$ cat src/hdl/hwb_pkg.sv
// ----------------------------------------------------------------------------
// hwb_pkg
// Types and constants of the weighted histogram binning block.
// ----------------------------------------------------------------------------
package hwb_pkg;

  localparam int BIN_DEPTH = 1024;
  localparam int BIN_AW    = $clog2(BIN_DEPTH);
  localparam int COUNT_W   = 40;
  localparam int WEIGHT_W  = 32;
  localparam int IDX_W     = 32;
  localparam int LIMIT_W   = 11;
  localparam int CFG_AW    = 4;
  localparam int CFG_DW    = 32;

  localparam logic [LIMIT_W-1:0] LIMIT_RST = LIMIT_W'(BIN_DEPTH);

  typedef enum logic [1:0] {
    ST_ACCEPT = 2'd0,
    ST_DROP   = 2'd1,
    ST_NEG    = 2'd2,
    ST_READ   = 2'd3
  } status_e;

  typedef enum logic [1:0] {
    REG_LIMIT  = 2'd0,
    REG_BINARY = 2'd1,
    REG_WEIGHT = 2'd2
  } reg_e;

  typedef struct packed {
    logic [LIMIT_W-1:0] bin_limit;
    logic               binary_mode;
    logic               use_weights;
  } cfg_t;

  typedef struct packed {
    logic              we;
    logic [BIN_AW-1:0] waddr;
    logic [COUNT_W-1:0] wdata;
    logic              re;
    logic [BIN_AW-1:0] raddr;
  } ram_req_t;

endpackage

$ cat src/hdl/hwb_cfg.sv
// ----------------------------------------------------------------------------
// hwb_cfg
// APB register file: bin limit, binary mode and weight enable.
// ----------------------------------------------------------------------------
module hwb_cfg import hwb_pkg::*; (
  input  logic              clk_i,
  input  logic              rst_ni,
  input  logic              psel,
  input  logic              penable,
  input  logic              pwrite,
  input  logic [CFG_AW-1:0] paddr,
  input  logic [CFG_DW-1:0] pwdata,
  output logic [CFG_DW-1:0] prdata,
  output logic              pready,
  output cfg_t              cfg_o
);

  cfg_t   cfg_q, cfg_d;
  logic   wr_en;
  reg_e   reg_sel;

  assign pready  = 1'b1;
  assign wr_en   = psel & penable & pwrite;
  assign reg_sel = reg_e'(paddr[CFG_AW-1:2]);

  always_comb begin
    cfg_d = cfg_q;
    if (wr_en) begin
      unique case (reg_sel)
        REG_LIMIT:  cfg_d.bin_limit   = pwdata[LIMIT_W-1:0];
        REG_BINARY: cfg_d.binary_mode = pwdata[0];
        REG_WEIGHT: cfg_d.use_weights = pwdata[0];
        default:    cfg_d = cfg_q;
      endcase
    end
  end

  always_comb begin
    unique case (reg_sel)
      REG_LIMIT:  prdata = CFG_DW'(cfg_q.bin_limit);
      REG_BINARY: prdata = CFG_DW'(cfg_q.binary_mode);
      REG_WEIGHT: prdata = CFG_DW'(cfg_q.use_weights);
      default:    prdata = '0;
    endcase
  end

  always_ff @(posedge clk_i or negedge rst_ni) begin
    if (!rst_ni) begin
      cfg_q.bin_limit   <= LIMIT_RST;
      cfg_q.binary_mode <= 1'b0;
      cfg_q.use_weights <= 1'b0;
    end else begin
      cfg_q <= cfg_d;
    end
  end

  assign cfg_o = cfg_q;

endmodule

$ cat config.mk
export PLATFORM = sky130hd
export DESIGN_NAME = hwb_cfg
export DESIGN_NICKNAME = d
export VERILOG_FILES = /design/src/hdl/hwb_pkg.sv /design/src/hdl/hwb_cfg.sv
export SDC_FILE = /design/constraint.sdc
export NUM_CORES = 1
export LEC_CHECK = 0
export BUFFER_PORTS_ARGS = -buffer_cell sky130_fd_sc_hd__buf_2
export CORE_ASPECT_RATIO = 0.7
export CORE_MARGIN = 2
export CORE_UTILIZATION = 36
export CTS_CLUSTER_DIAMETER = 120
export DETAILED_ROUTE_END_ITERATION = 6
export PLACE_DENSITY = 0.88
export SYNTH_ARGS = -nofsm -noshare
export SYNTH_HDL_FRONTEND = slang
export SYNTH_SLANG_ARGS = --single-unit
$ cat constraint.sdc
create_clock -name clk_i -period 1.5 [get_ports clk_i]
set_input_delay 0.075 -clock clk_i [delete_from_list [all_inputs] [get_ports clk_i]]
set_output_delay 0.075 -clock clk_i [all_outputs]
set_load 0.02 [all_outputs]
==> key figures <==
Place
  • I/O Buffers: 41
  • GP Congestion: 0.603
  • Dpl ws: 0.364 ns

Pwr
  • Comb pwr share: 38.9%
  • Psw: 0.439 mW
  • VDD IR max: 0.000666 V
  • Sequential share of power: 42.4%
  • Power Density: 1190 mW/mm^2
  • Clock group share of total power: 18.7%
  • Switching share of power: 38.3%
  • Internal power: 0.708 mW
  • Pleak: 0.536 nW

Setup path
  • Worst Path Arrival: 1.07 ns
  • Worst setup EP type: primary output
  • FF-to-FF path depth: 1
  • Worst path slowest cell: dfrtp_1
  • Critical path cell sequence: mux2i_1 -> o21ai_0 -> buf_2
  • Crit Reg-Reg Endpoint: cfg_o[1]
  • Crit path kind: reg -> out
  • Data required time of the worst path: 1.42 ns
  • R2R Setup Slk: 0.73 ns
  • Worst stage delay on the critical path: 0.40 ns
  • CP startpoint kind: register
  • Largest fanout on the critical path: 3
  • Critical R2R Launch: cfg_o[1]

Die
  • Rows: 14
  • DIE HEIGHT: 42.8 um
  • Die ar.: 0.00255 sq mm
  • I/O pin count: 87
  • Core Region: 0.00208 sq mm
  • Die X: 59.5 um
  • Initial Util: 37.2%

Logic synthesis
  • Synth top area share: 38.7%
  • Synth area leaders: dfrtp_1, buf_4, mux2_2
  • Cell taking the most area after synthesis: dfrtp_1
  • Syn Std Cell Area: 776 sq um
  • Syn Area/Cell: 11.2 sq um
  • Count of cell types in the netlist: 14
  • Yosys warns: 0
  • Post-synthesis sequential area ratio: 42.1%
  • Synthesis-stage register bit count: 13
  • Synthesized netlist cell count: 69

Timing
  • Worst Slack Setup Final: 0.357 ns
  • Final setup violation count: 0
  • Fmax: 875 MHz
  • Clk_skew: 0 ns
  • Worst hold slack: 0.0348 ns
  • Fin crit share: 76.2%
  • Slew Limit Fails: 0
  • Hold Vio Cnt, Final: 0
  • TNS Setup: 0 ns
  • Post-layout minimum cycle time: 1.14 ns
  • RSZ-0062 raised after global routing: no

Clocking
  • Clock sink count: 13
  • Clk_lat worst skew: 0.26 ns
  • # H-tree levels: 1
  • CTS max path bufs: 2
  • CTS root buffer: clkbuf_4
  • CTS tree: done
  • Setup repair bufs after CTS: 0
  • Num CTS Buffers: 3
  • Reg clk slew, reported paths: 0.08 ns

Global routing
  • Vias in the first global route: 531
  • GRT Residual Overflow: 0
  • Initial antenna violation count: 0
  • First-pass GRT wire length: 2340 um
  • GR Util All Layers: 12.4%
  • Largest net degree at the start of global routing: 14

Final layout
  • # diodes: 0
  • Area grow syn2layout: 23.9%
  • Most frequent cells in the layout: buf_2, conb_1, mux2_2, dfrtp_1, and2_1
  • Filler Cell Count: 213
  • Layout cells sized above 1: 53.5%
  • Max reg flops: 13
  • Commonest non-fill, non-tap cell in the layout: buf_2
  • Nets: 156

Detailed routing
  • Routed wire per std cell: 10.8 um
  • Initial DRC count: 1
  • DR vias: 583
  • Final WL: 1490 um
  • Vias per cell: 4.22
  • ANT nets after route: 0
  • Total iterations of the first detailed-routing run: 2
  • DRC viols: 0

Flow run
  • Max Cap Viol: 0

Hold path
  • Start point of the worst hold path: pwdata[1]
  • Worst Hold Class: in -> reg
  • Hold depth: 2
  • WHS Endpoint: cfg_o[3]

Status
  • Outcome: finished, final reports clean
[cell families (layout without fill, tap and decap cells)]
| logic type | Yosys count | in the layout | synth area share [%] |
|---|---|---|---|
| buffers and inverters | 23 | 48 | 22.7 |
| other | 2 | 22 | 0.968 |
| AND/OR/NAND/NOR | 16 | 16 | 13.4 |
| multiplexers | 14 | 14 | 20.2 |
| AO/OA/AOI/OAI | 1 | 1 | 0.645 |
| flip-flops | 13 | 13 | 42.1 |
[how the worst max path moves through the flow]
stage | start | to | slack [ns] | cells past startpoint
after floorplan | cfg_o[1] | prdata[0] | 0.40 | 2
final | cfg_o[1] | prdata[0] | 0.36 | 3
after global routing | cfg_o[1] | prdata[0] | 0.25 | 3
after CTS | cfg_o[1] | prdata[0] | 0.34 | 3
after global placement | pwrite | cfg_o[2] | 0.43 | 5
after detailed placement | pwrite | cfg_o[7] | 0.36 | 5
[critical path: cells and delay by family (launching register included)]
| kind | cells | cell delay [ns] |
|---|---|---|
| compound gates | 1 | 0.10 |
| mux | 1 | 0.14 |
| flops | 1 | 0.40 |
| buf+inv | 1 | 0.16 |
[per-stage QoR]
stage	util (%)	power (mW)	cell area, sq um	cells
final	46.1	1.15	961	138
after global routing	46.1	1.22	961	138
after CTS	46.1	1.16	961	138
after detailed placement	44.4	0.945	925	133
after global placement	44.4	0.927	925	133
after floorplan	-	0.824	851	89
[routing by layer]
metal	GRT usage, %	vias to the layer above	routed length [um]
li1	-	274	-
met1	15.3	270	623
met2	22.0	39	735
met3	3.66	0	132
met4	1.36	0	0
met5	0	-	0
[timing repair]
action	CTS	global route
hold buffers	1	0
gates resized for setup	0	0
endpoints found under the hold margin	13	0
[synth_stat cells]
master / n
buf_4: 22
mux2_2: 13
dfrtp_1: 12
and2_1: 10
conb_1: 2
nor3b_1: 2
buf_6: 1
dfstp_2: 1
mux2i_1: 1
nand3_1: 1
nand3b_1: 1
nor2_1: 1
nor3_2: 1
o21ai_0: 1
[power groups by stage]
stage | Combinational [mW] | Sequential (mW) | Clock, mW
CTS | 0.452 | 0.489 | 0.220
finish | 0.446 | 0.486 | 0.214
global placement | 0.438 | 0.490 | 0
detailed placement | 0.449 | 0.496 | 0
global route | 0.479 | 0.505 | 0.239
floorplan | 0.228 | 0.596 | 0
[final cells by class]
class / count / area [sq um] / area share, %
Multi-Input combinational cell: 53 / 348 / 36.2
Sequential cell: 13 / 327 / 34.0
Timing Repair Buffer: 44 / 230 / 24.0
Tap cell: 24 / 30.0 / 3.12
Clock buffer: 4 / 26.3 / 2.73
(Power assumes the default switching activity.)
