**config.mk**
```make
export PLATFORM = sky130hd
export DESIGN_NAME = hwb_core
export DESIGN_NICKNAME = d
export VERILOG_FILES = /design/src/hdl/hwb_pkg.sv /design/src/hdl/hwb_core.sv
export SDC_FILE = /design/constraint.sdc
export NUM_CORES = 1
export LEC_CHECK = 0
export BUFFER_PORTS_ARGS = -buffer_cell sky130_fd_sc_hd__buf_2
export CORE_AREA = 3 3 131 133
export CTS_CLUSTER_DIAMETER = 150
export CTS_CLUSTER_SIZE = 28
export DETAILED_ROUTE_END_ITERATION = 8
export DIE_AREA = 0 0 134 136
export GPL_TIMING_DRIVEN = 0
export PLACE_DENSITY = 0.95
export SETUP_SLACK_MARGIN = 0.5
export SLEW_MARGIN = 20
export SYNTH_ARGS = -nofsm -noshare
export SYNTH_HDL_FRONTEND = slang
export SYNTH_SLANG_ARGS = --single-unit
```
**constraint.sdc**
```tcl
create_clock -name clk_i -period 20.1 [get_ports clk_i]
set_input_delay 6.03 -clock clk_i [delete_from_list [all_inputs] [get_ports clk_i]]
set_output_delay 6.03 -clock clk_i [all_outputs]
set_load 0.05 [all_outputs]
```
**src/hdl/hwb_pkg.sv**
```systemverilog
// ----------------------------------------------------------------------------
// hwb_pkg
// Types and constants of the weighted histogram binning block.
// ----------------------------------------------------------------------------
package hwb_pkg;

  localparam int BIN_DEPTH = 1024;
  localparam int BIN_AW    = $clog2(BIN_DEPTH);
  localparam int COUNT_W   = 40;
  localparam int WEIGHT_W  = 32;
  localparam int IDX_W     = 32;
  localparam int LIMIT_W   = 11;
  localparam int CFG_AW    = 4;
  localparam int CFG_DW    = 32;

  localparam logic [LIMIT_W-1:0] LIMIT_RST = LIMIT_W'(BIN_DEPTH);

  typedef enum logic [1:0] {
    ST_ACCEPT = 2'd0,
    ST_DROP   = 2'd1,
    ST_NEG    = 2'd2,
    ST_READ   = 2'd3
  } status_e;

  typedef enum logic [1:0] {
    REG_LIMIT  = 2'd0,
    REG_BINARY = 2'd1,
    REG_WEIGHT = 2'd2
  } reg_e;

  typedef struct packed {
    logic [LIMIT_W-1:0] bin_limit;
    logic               binary_mode;
    logic               use_weights;
  } cfg_t;

  typedef struct packed {
    logic              we;
    logic [BIN_AW-1:0] waddr;
    logic [COUNT_W-1:0] wdata;
    logic              re;
    logic [BIN_AW-1:0] raddr;
  } ram_req_t;

endpackage

```
**src/hdl/hwb_core.sv**
```systemverilog
// ----------------------------------------------------------------------------
// hwb_core
// Clearing sweep, item decode, read-modify-write of one bin with forwarding.
// ----------------------------------------------------------------------------
module hwb_core import hwb_pkg::*; (
  input  logic                clk_i,
  input  logic                rst_ni,
  input  cfg_t                cfg_i,
  input  logic                start,
  output logic                busy,
  input  logic                kind_i,
  input  logic [IDX_W-1:0]    bin_index_i,
  input  logic [WEIGHT_W-1:0] weight_i,
  input  logic                read_last_i,
  output ram_req_t            ram_o,
  input  logic [COUNT_W-1:0]  ram_rdata_i,
  output logic                done_o,
  output logic [COUNT_W-1:0]  bin_count_o,
  output logic [1:0]          status_o,
  output logic                error_seen_o
);

  localparam logic [COUNT_W-1:0] CNT_MAX = {1'b0, {(COUNT_W-1){1'b1}}};
  localparam logic [COUNT_W-1:0] CNT_MIN = {1'b1, {(COUNT_W-1){1'b0}}};
  localparam logic [COUNT_W-1:0] CNT_ONE = COUNT_W'(1);

  // clearing sweep
  logic              clr_act_q;
  logic [BIN_AW-1:0] clr_cnt_q;

  // stage 1 (memory data valid)
  logic                s1_vld_q, s1_upd_q, s1_rd_q, s1_last_q, s1_neg_q;
  logic [BIN_AW-1:0]   s1_addr_q;
  logic [WEIGHT_W-1:0] s1_wt_q;
  status_e             s1_st_q;

  // write-back forwarding
  logic               fwd_vld_q;
  logic [BIN_AW-1:0]  fwd_addr_q;
  logic [COUNT_W-1:0] fwd_data_q;

  logic               flag_q, flag_d;
  logic               done_q;
  logic [COUNT_W-1:0] count_q;
  status_e            st_q;
  logic               err_q;

  logic               accept, neg, in_lim, rd_ok;
  logic [LIMIT_W-1:0] lim_eff;
  status_e            st_in;
  logic [COUNT_W-1:0] old_val, inc, new_val, wr_val;
  logic [COUNT_W:0]   sum;
  logic               wr_en;

  assign busy   = clr_act_q;
  assign accept = start & ~clr_act_q;

  assign lim_eff = (cfg_i.bin_limit > LIMIT_RST) ? LIMIT_RST : cfg_i.bin_limit;
  assign neg     = bin_index_i[IDX_W-1];
  assign in_lim  = ~neg & (bin_index_i < IDX_W'(lim_eff));
  assign rd_ok   = ~neg & (bin_index_i < IDX_W'(BIN_DEPTH));

  always_comb begin
    if (kind_i) begin
      st_in = ST_READ;
    end else if (neg) begin
      st_in = ST_NEG;
    end else if (in_lim) begin
      st_in = ST_ACCEPT;
    end else begin
      st_in = ST_DROP;
    end
  end

  assign old_val = (fwd_vld_q && fwd_addr_q == s1_addr_q) ? fwd_data_q : ram_rdata_i;
  assign inc     = cfg_i.use_weights ? COUNT_W'(signed'(s1_wt_q)) : CNT_ONE;
  assign sum     = {old_val[COUNT_W-1], old_val} + {inc[COUNT_W-1], inc};

  always_comb begin
    if (cfg_i.binary_mode) begin
      new_val = CNT_ONE;
    end else if (sum[COUNT_W] != sum[COUNT_W-1]) begin
      new_val = sum[COUNT_W] ? CNT_MIN : CNT_MAX;
    end else begin
      new_val = sum[COUNT_W-1:0];
    end
  end

  assign wr_val = s1_rd_q ? '0 : new_val;
  assign wr_en  = s1_vld_q & (s1_upd_q | s1_rd_q);

  always_comb begin
    flag_d = flag_q;
    if (s1_vld_q) begin
      if (s1_neg_q) begin
        flag_d = 1'b1;
      end else if (s1_st_q == ST_READ && s1_last_q) begin
        flag_d = 1'b0;
      end
    end
  end

  always_comb begin
    ram_o.re    = accept;
    ram_o.raddr = bin_index_i[BIN_AW-1:0];
    if (clr_act_q) begin
      ram_o.we    = 1'b1;
      ram_o.waddr = clr_cnt_q;
      ram_o.wdata = '0;
    end else begin
      ram_o.we    = wr_en;
      ram_o.waddr = s1_addr_q;
      ram_o.wdata = wr_val;
    end
  end

  always_ff @(posedge clk_i or negedge rst_ni) begin
    if (!rst_ni) begin
      clr_act_q <= 1'b1;
      clr_cnt_q <= '0;
      s1_vld_q  <= 1'b0;
      fwd_vld_q <= 1'b0;
      flag_q    <= 1'b0;
      done_q    <= 1'b0;
    end else begin
      if (clr_act_q) begin
        clr_cnt_q <= clr_cnt_q + 1'b1;
        if (clr_cnt_q == BIN_AW'(BIN_DEPTH - 1)) begin
          clr_act_q <= 1'b0;
        end
      end
      s1_vld_q  <= accept;
      fwd_vld_q <= wr_en;
      flag_q    <= flag_d;
      done_q    <= s1_vld_q;
    end
  end

  always_ff @(posedge clk_i) begin
    if (accept) begin
      s1_upd_q  <= ~kind_i & in_lim;
      s1_rd_q   <= kind_i & rd_ok;
      s1_neg_q  <= ~kind_i & neg;
      s1_last_q <= read_last_i;
      s1_addr_q <= bin_index_i[BIN_AW-1:0];
      s1_wt_q   <= weight_i;
      s1_st_q   <= st_in;
    end
    if (wr_en) begin
      fwd_addr_q <= s1_addr_q;
      fwd_data_q <= wr_val;
    end
    if (s1_vld_q) begin
      count_q <= s1_rd_q ? old_val : '0;
      st_q    <= s1_st_q;
      err_q   <= (s1_st_q == ST_READ) ? flag_q : flag_d;
    end
  end

  assign done_o       = done_q;
  assign bin_count_o  = count_q;
  assign status_o     = st_q;
  assign error_seen_o = err_q;

endmodule

```
==> summary.txt, run 1 <==
CP Data Arrival Time: 11650 ps
CP Max Fanout: 10
R2r setup slk: 12820 ps
Hold/Removal Path Class: flip-flop to flip-flop
Cells after Synth: 871
Clock latency at the later pin of the worst-skew pair: 430 ps
Final period util: 87.96%
Die W: 134 µm
Cell mode on critical path: clkbuf_1
Clk sinks: 156
Crit path launch type: input port
Most used DFF post-synth: edfxtp_1
CTS tree: yes
Area grow syn2layout: 22.56%
Syn Area/Cell: 10.84 µm²
Status: complete, no violations
DR DRC count: 0
Minimum clock period: 17680 ps
Pre-Repair DR Iteration Count: 5
Clock Power Share: 35.1%
Clock skew: 10.95 ps
Initial antenna violation count: 1
Number of vias per cell: 5.882
Row Count: 46
Routed via count: 7941
Global route total overflow: 0
Yosys cell types: 66
CP Capture Type: output pin
Area occupied by multi-input gates: 4524 µm²
Total power: 1.019 mW
First-pass GRT wire length: 41670 µm
Root Driver: clkbuf_16
Hold buffer count at CTS: 0
Leading cell types in the layout, fill and taps excluded: buf_2 (233), edfxtp_1 (141), nor2_1 (98), and2_1 (74), a21oi_1 (54)
Routed WL: 27330 µm
Lkg Pwr: 5.111 nW
Part of the power in registers: 38.0%
R2R Path End: fwd_data_q[16]$_DFFE_PP_
Logic pwr share: 27.0%
IO Port Bufs: 228
DP HPWL: 20510 µm
Number of DRC markers in iteration 0: 839
WS Path Type: input port to output pin
Crit-path cells: buf_2, clkbuf_1, and2_1, ha_1, clkbuf_1, nand3_1, nor3_1, nand3_1, a31oi_1, o211ai_1, nand3_1, a2111oi_1, or3_1, ha_1, clkbuf_1, clkbuf_1, clkbuf_1, nor2_1, nor2_1, buf_2
Die area: 18220 µm²
P_sw: 330.3 µW
Register area share after synthesis: 48.81%
Layout Nets: 1296
Critical-path top delay cell: clkbuf_1
Initial core utilization: 59.25%
FFs w/ async S/R, synth: 9.615%
Tot GR Track Use: 29.95%
Fmax: 56.56 MHz
PostCTS Resize Cnt: 0
Fillers: 1132
CP max stage delay: 520 ps
Core area: 15940 µm²
Hold Crit Start: s1_st_q[0]$_SDFFCE_PP1P_
CTS Buffer Depth: 2
Yosys reg bits: 156
Yosys warnings: 0
Slew @ Worst Pin: 1104 ps
Post-CTS Setup Repair Bufs: 0
Mapped Area: 9445 µm²
Final Slew Violations: 0
Share of cells above drive strength 1: 31.33%
Wire per inst: 20.25 µm
Max-cap violations: 0
Hold Crit Depth: 0
Post-synth EDFFs: 141
Final hold vios: 0
Setup slack at placement: 2631 ps
Post-Syn Nets: 1047
FF-to-FF path depth: 21
Final setup viols: 0
Die Y-Extent: 136 µm
RSZ-0062 raised after global routing: false
Endpoint of the worst hold path: status_o[0]$_DFFE_PP_
Sw frac: 32.40%
FF-to-FF Start: s1_addr_q[2]$_DFFE_PP_
FF/Latch Area: 4612 µm²
Antenna-violating nets left: 0
VDD IR max: 0.05871 mV
Largest net degree at the start of global routing: 53
Pwr Density: 88.06 nW/µm²
Required @ worst endpoint: 14070 ps
Boundary Pins: 229
Commonest non-fill, non-tap cell in the layout: buf_2
H-tree Lvls: 4
Int Power: 689.1 µW
Placer Congestion: 0.9572
Worst-path clk slew: 60 ps
Setup TNS: 0 ps
Final WS setup: 2419 ps
Vias in the first global route: 7898
Num CTS Buffers: 17
Relative slew slack: 26.40%
[per-stage QoR]
step | hold slack (ps) | area, µm² | instances | util, %
2_1_floorplan | 428.7 | 9445 | 871 | -
3_3_place_gp | 464.3 | 10860 | 1315 | 68.10
3_5_place_dp | 479.9 | 10920 | 1317 | 68.50
4_1_cts | 493.2 | 11570 | 1349 | 72.59
5_1_grt | 507.8 | 11580 | 1350 | 72.61
6_report | 495.4 | 11580 | 1350 | 72.61
[per-layer routing]
layer  global-route usage [%]  part of all wire [%]
met3                    6.847                   9.0
met5                        0                     0
met4                    9.714                   2.2
met2                    52.27                    50
met1                    37.07                    39
[power by group through the flow]
stage                     Clock, mW  Sequential (mW)  Combinational (mW)
after floorplan                   0            0.401               0.184
after global placement            0            0.394               0.261
after detailed placement          0            0.394               0.269
after CTS                     0.359            0.387               0.272
after global routing          0.374            0.389               0.295
final                         0.357            0.387               0.275
[worst max-delay path by stage]
| stage | start | end | slack [ps] | cells past startpoint |
|---|---|---|---|---|
| floorplan | ram_rdata_i[30] | ram_o[37] | 3600 | 17 |
| global placement | cfg_i[0] | ram_o[23] | 2740 | 20 |
| detailed placement | cfg_i[0] | ram_o[35] | 2630 | 20 |
| CTS | cfg_i[0] | ram_o[35] | 2610 | 20 |
| global route | cfg_i[0] | ram_o[35] | 2130 | 20 |
| finish | cfg_i[0] | ram_o[35] | 2420 | 20 |
[cells by family after synthesis]
group,synth area share (%)
AOI/OAI and AO/OA,12.89
xor gates and xnor gates,4.265
adders and majority gates,7.233
buffers and inverters,3.444
DFF,48.81
muxes,6.199
and+or+nand+nor,17.15
[critical path, delay by kind of cell]
| family | cells | cell delay, ps |
|---|---|---|
| buffers and inverters | 7 | 2390 |
| AOI/OAI and AO/OA | 3 | 850 |
| and+or+nand+nor | 8 | 1810 |
| adders and majority gates | 2 | 560 |
[cells in the mapped netlist, drive strengths merged (9+ instances only)]
cell type    n  area (µm²)
edfxtp     141        4234
nor2        98       367.9
and2        74       462.9
a21oi       56       287.8
ha          53       663.1
mux2        52       585.6
nand2       42       157.7
xnor2       36       315.3
clkbuf      28       105.1
o21ai       27       135.1
a21o        23       172.7
nand3       23       115.1
buf         22       160.1
nor3        22       110.1
nand4       16       106.4
inv         15       56.30
dfrtp       14       350.3
and3        12       75.07
a211oi      10       80.07
a31oi       10       62.56
xor2        10       87.58
o21a         9       67.56
o21bai       9       67.56
[area by class of cell]
type | instances | area share (%)
sequential | 156 | 39.84
multi-input combinational | 649 | 39.08
timing repair buffer | 230 | 10.27
clock buffer | 19 | 3.826
tap | 216 | 2.335
buffer | 50 | 2.291
clock inverter | 13 | 1.816
inverter | 16 | 0.5188
antenna | 1 | 0.02162
[flip-flops by register name, summed over array words and instances, names as in the netlist]
register,count
done_o,1
error_seen_o,1
bin_count_o,40
s1_upd_q,1
s1_addr_q,10
fwd_addr_q,10
flag_q,1
status_o,2
s1_st_q,2
s1_neg_q,1
clr_cnt_q,10
fwd_vld_q,1
busy,1
s1_rd_q,1
s1_wt_q,32
s1_last_q,1
fwd_data_q,40
s1_vld_q,1
No activity file was read; power rests on OpenSTA's default activity.
==> run 2: changes to the inputs <==
- ABC_AREA: unset -> 1
- ABC_CLOCK_PERIOD_IN_PS: unset -> 20100
- CORE_AREA: 3 3 131 133 -> 3 3 134 136
- DIE_AREA: 0 0 134 136 -> 0 0 137 139
==> summary.txt, run 2 <==
Mapped Area: 10030 µm²
Total power: 1.003 mW
Required @ worst endpoint: 14070 ps
R2R Path End: fwd_data_q[31]$_DFFE_PP_
Relative slew slack: 39.97%
Largest net degree at the start of global routing: 32
Area leader, netlist: edfxtp_1
# diodes: 0
Root Driver: clkbuf_16
H-tree Lvls: 4
Share of Yosys cell area claimed by the top area cell type: 42.21%
RSZ-0062 raised after global routing: false
Global route total overflow: 0
Vias in the first global route: 9496
FF-to-FF Start: s1_addr_q[9]$_DFFE_PP_
PostCTS Resize Cnt: 0
Wire per inst: 18.66 µm
Die area: 19040 µm²
Boundary Pins: 229
Initial core utilization: 58.81%
Number of vias per cell: 5.638
CTS Buffer Depth: 2
IO Port Bufs: 228
Area grow syn2layout: 20.79%
Fin cells: 1750
Leading post-synthesis cells by cell area: edfxtp_1 (42%), nand2_1 (14%), ha_1 (6.6%)
Syn Area/Cell: 7.955 µm²
Worst-path clk slew: 70 ps
R2r setup slk: 14110 ps
CTS tree: yes
Finished Cell Area: 12120 µm²
Hold/Removal Path Class: flip-flop to flip-flop
Post-Syn Nets: 1437
Routed WL: 32660 µm
Die W: 137 µm
Top-count cell post-synth: nand2_1
Core area: 17060 µm²
First-pass GRT wire length: 49330 µm
Final setup viols: 0
DP HPWL: 25990 µm
FF/Latch Area: 4612 µm²
CP Max Fanout: 10
Lkg Pwr: 6.158 nW
Setup TNS: 0 ps
Placed insts: 1718
Hold Crit Depth: 0
VDD IR max: 0.06245 mV
FF-to-FF path depth: 24
WS Path Type: input port to output pin
Area occupied by multi-input gates: 4626 µm²
DR DRC count: 0
Yosys cell types: 44
CP Capture Type: output pin
Layout Nets: 1688
Leading cell types in the layout, fill and taps excluded: nand2_1 (384), buf_2 (237), inv_1 (147), edfxtp_1 (141), nor2_1 (115)
Slew @ Worst Pin: 900.4 ps
Tot GR Track Use: 34.15%
Final period util: 83.94%
Clk sinks: 156
Num CTS Buffers: 17
Most used DFF post-synth: edfxtp_1
Commonest non-fill, non-tap cell in the layout: nand2_1
Clock skew: 8.124 ps
Endpoint of the worst hold path: fwd_addr_q[1]$_DFFE_PP_
Final Slew Violations: 0
Cells after Synth: 1261
Number of DRC markers in iteration 0: 1076
Clock latency at the later pin of the worst-skew pair: 440 ps
WHS: 447.2 ps
Routed via count: 9867
Initial antenna violation count: 0
Final hold vios: 0
Die Y-Extent: 139 µm
Antenna-violating nets left: 0
Register area share after synthesis: 45.96%
Max-cap violations: 0
Hold Crit Start: s1_addr_q[1]$_DFFE_PP_
Placer Congestion: 0.9209
Fillers: 1348
Pwr Density: 82.75 nW/µm²
Yosys warnings: 0
Pre-Repair DR Iteration Count: 5
DP Area: 11560 µm²
Status: complete, no violations
Post-synth EDFFs: 141
Synth cell count leaders: nand2_1 (384), inv_1 (148), edfxtp_1 (141)
Fmax: 59.27 MHz
CP Data Arrival Time: 10840 ps
Post-CTS Setup Repair Bufs: 0
Hold buffer count at CTS: 0
Row Count: 48
Yosys reg bits: 156
Minimum clock period: 16870 ps
FFs w/ async S/R, synth: 9.615%
Crit path launch type: input port
Share of cells above drive strength 1: 22.10%
[run 2: cell types whose count changed after synthesis, sizes merged, moves of 11 or more]
cell   before  now
mux2       52    0
a21o       23    3
nand2      42  399
nand3      23   51
and2       74    3
a21oi      56  107
o21ai      27   42
xnor2      36    1
or2         2   14
inv        15  149
nor2       98  129
and3       12    1
nor3       22   37
xor2       10   23
[run 2: how the worst max path moves through the flow]
stage               startpoint        end  slack, ps  depth (start not counted)
detailed placement    cfg_i[0]  ram_o[12]       3460                         20
finish                cfg_i[0]  ram_o[28]       3230                         20
CTS                   cfg_i[0]  ram_o[12]       3380                         20
global route          cfg_i[0]  ram_o[28]       3100                         20
global placement      cfg_i[0]  ram_o[12]       3430                         20
floorplan             cfg_i[0]  ram_o[17]       4200                         18
[run 2: metal layers]
metal	global-route usage, %	vias to the layer above	part of all wire (%)
li1	-	4658	-
met1	44.72	4492	39
met2	56.11	619	47
met3	6.640	98	10
met4	12.82	0	3.6
met5	0	-	0
[run 2: kinds of logic (layout without fill, tap and decap cells)]
group,after synthesis,count (layout),share of synthesized area (%)
compound gates,171,171,9.068
xor+xnor,24,24,2.096
fa+ha+maj,54,54,6.811
buf+inv,194,458,7.995
flops,156,156,45.96
simple gates,662,662,28.07
[run 2: power by group]
part | internal [mW] | total, mW | switching, mW
Sequential | 0.381 | 0.390 | 0.00872
Clock | 0.164 | 0.306 | 0.142
Combinational | 0.0817 | 0.307 | 0.225
Total | 0.627 | 1.00 | 0.376
[run 2: area by class of cell]
class	count	share of cell area, %
tap	225	2.323
buffer	44	1.952
inverter	150	4.667
clock buffer	19	3.656
timing repair buffer	232	10.26
multi-input combinational	911	38.18
sequential	156	38.06
clock inverter	13	0.8984
[run 2: worst max-delay path, stage by stage]
cell	delay [ps]
buf_2	160
clkbuf_1	380
nand2_1	200
ha_1	340
fa_1	450
nand2_1	110
nand2_1	110
nand3_1	120
nand2_2	100
nand2_1	100
nand3_2	120
nand2_2	100
nand3_1	90
and2_1	190
ha_1	340
clkbuf_1	480
clkbuf_1	600
nor2_1	170
nor3_1	300
buf_2	330
[run 2: per-stage QoR]
step                util, %  setup WS [ps]
finish                71.04           3228
global route          71.04           3104
CTS                   71.04           3382
detailed placement    67.80           3461
global placement      67.15           3426
floorplan                 -           4196
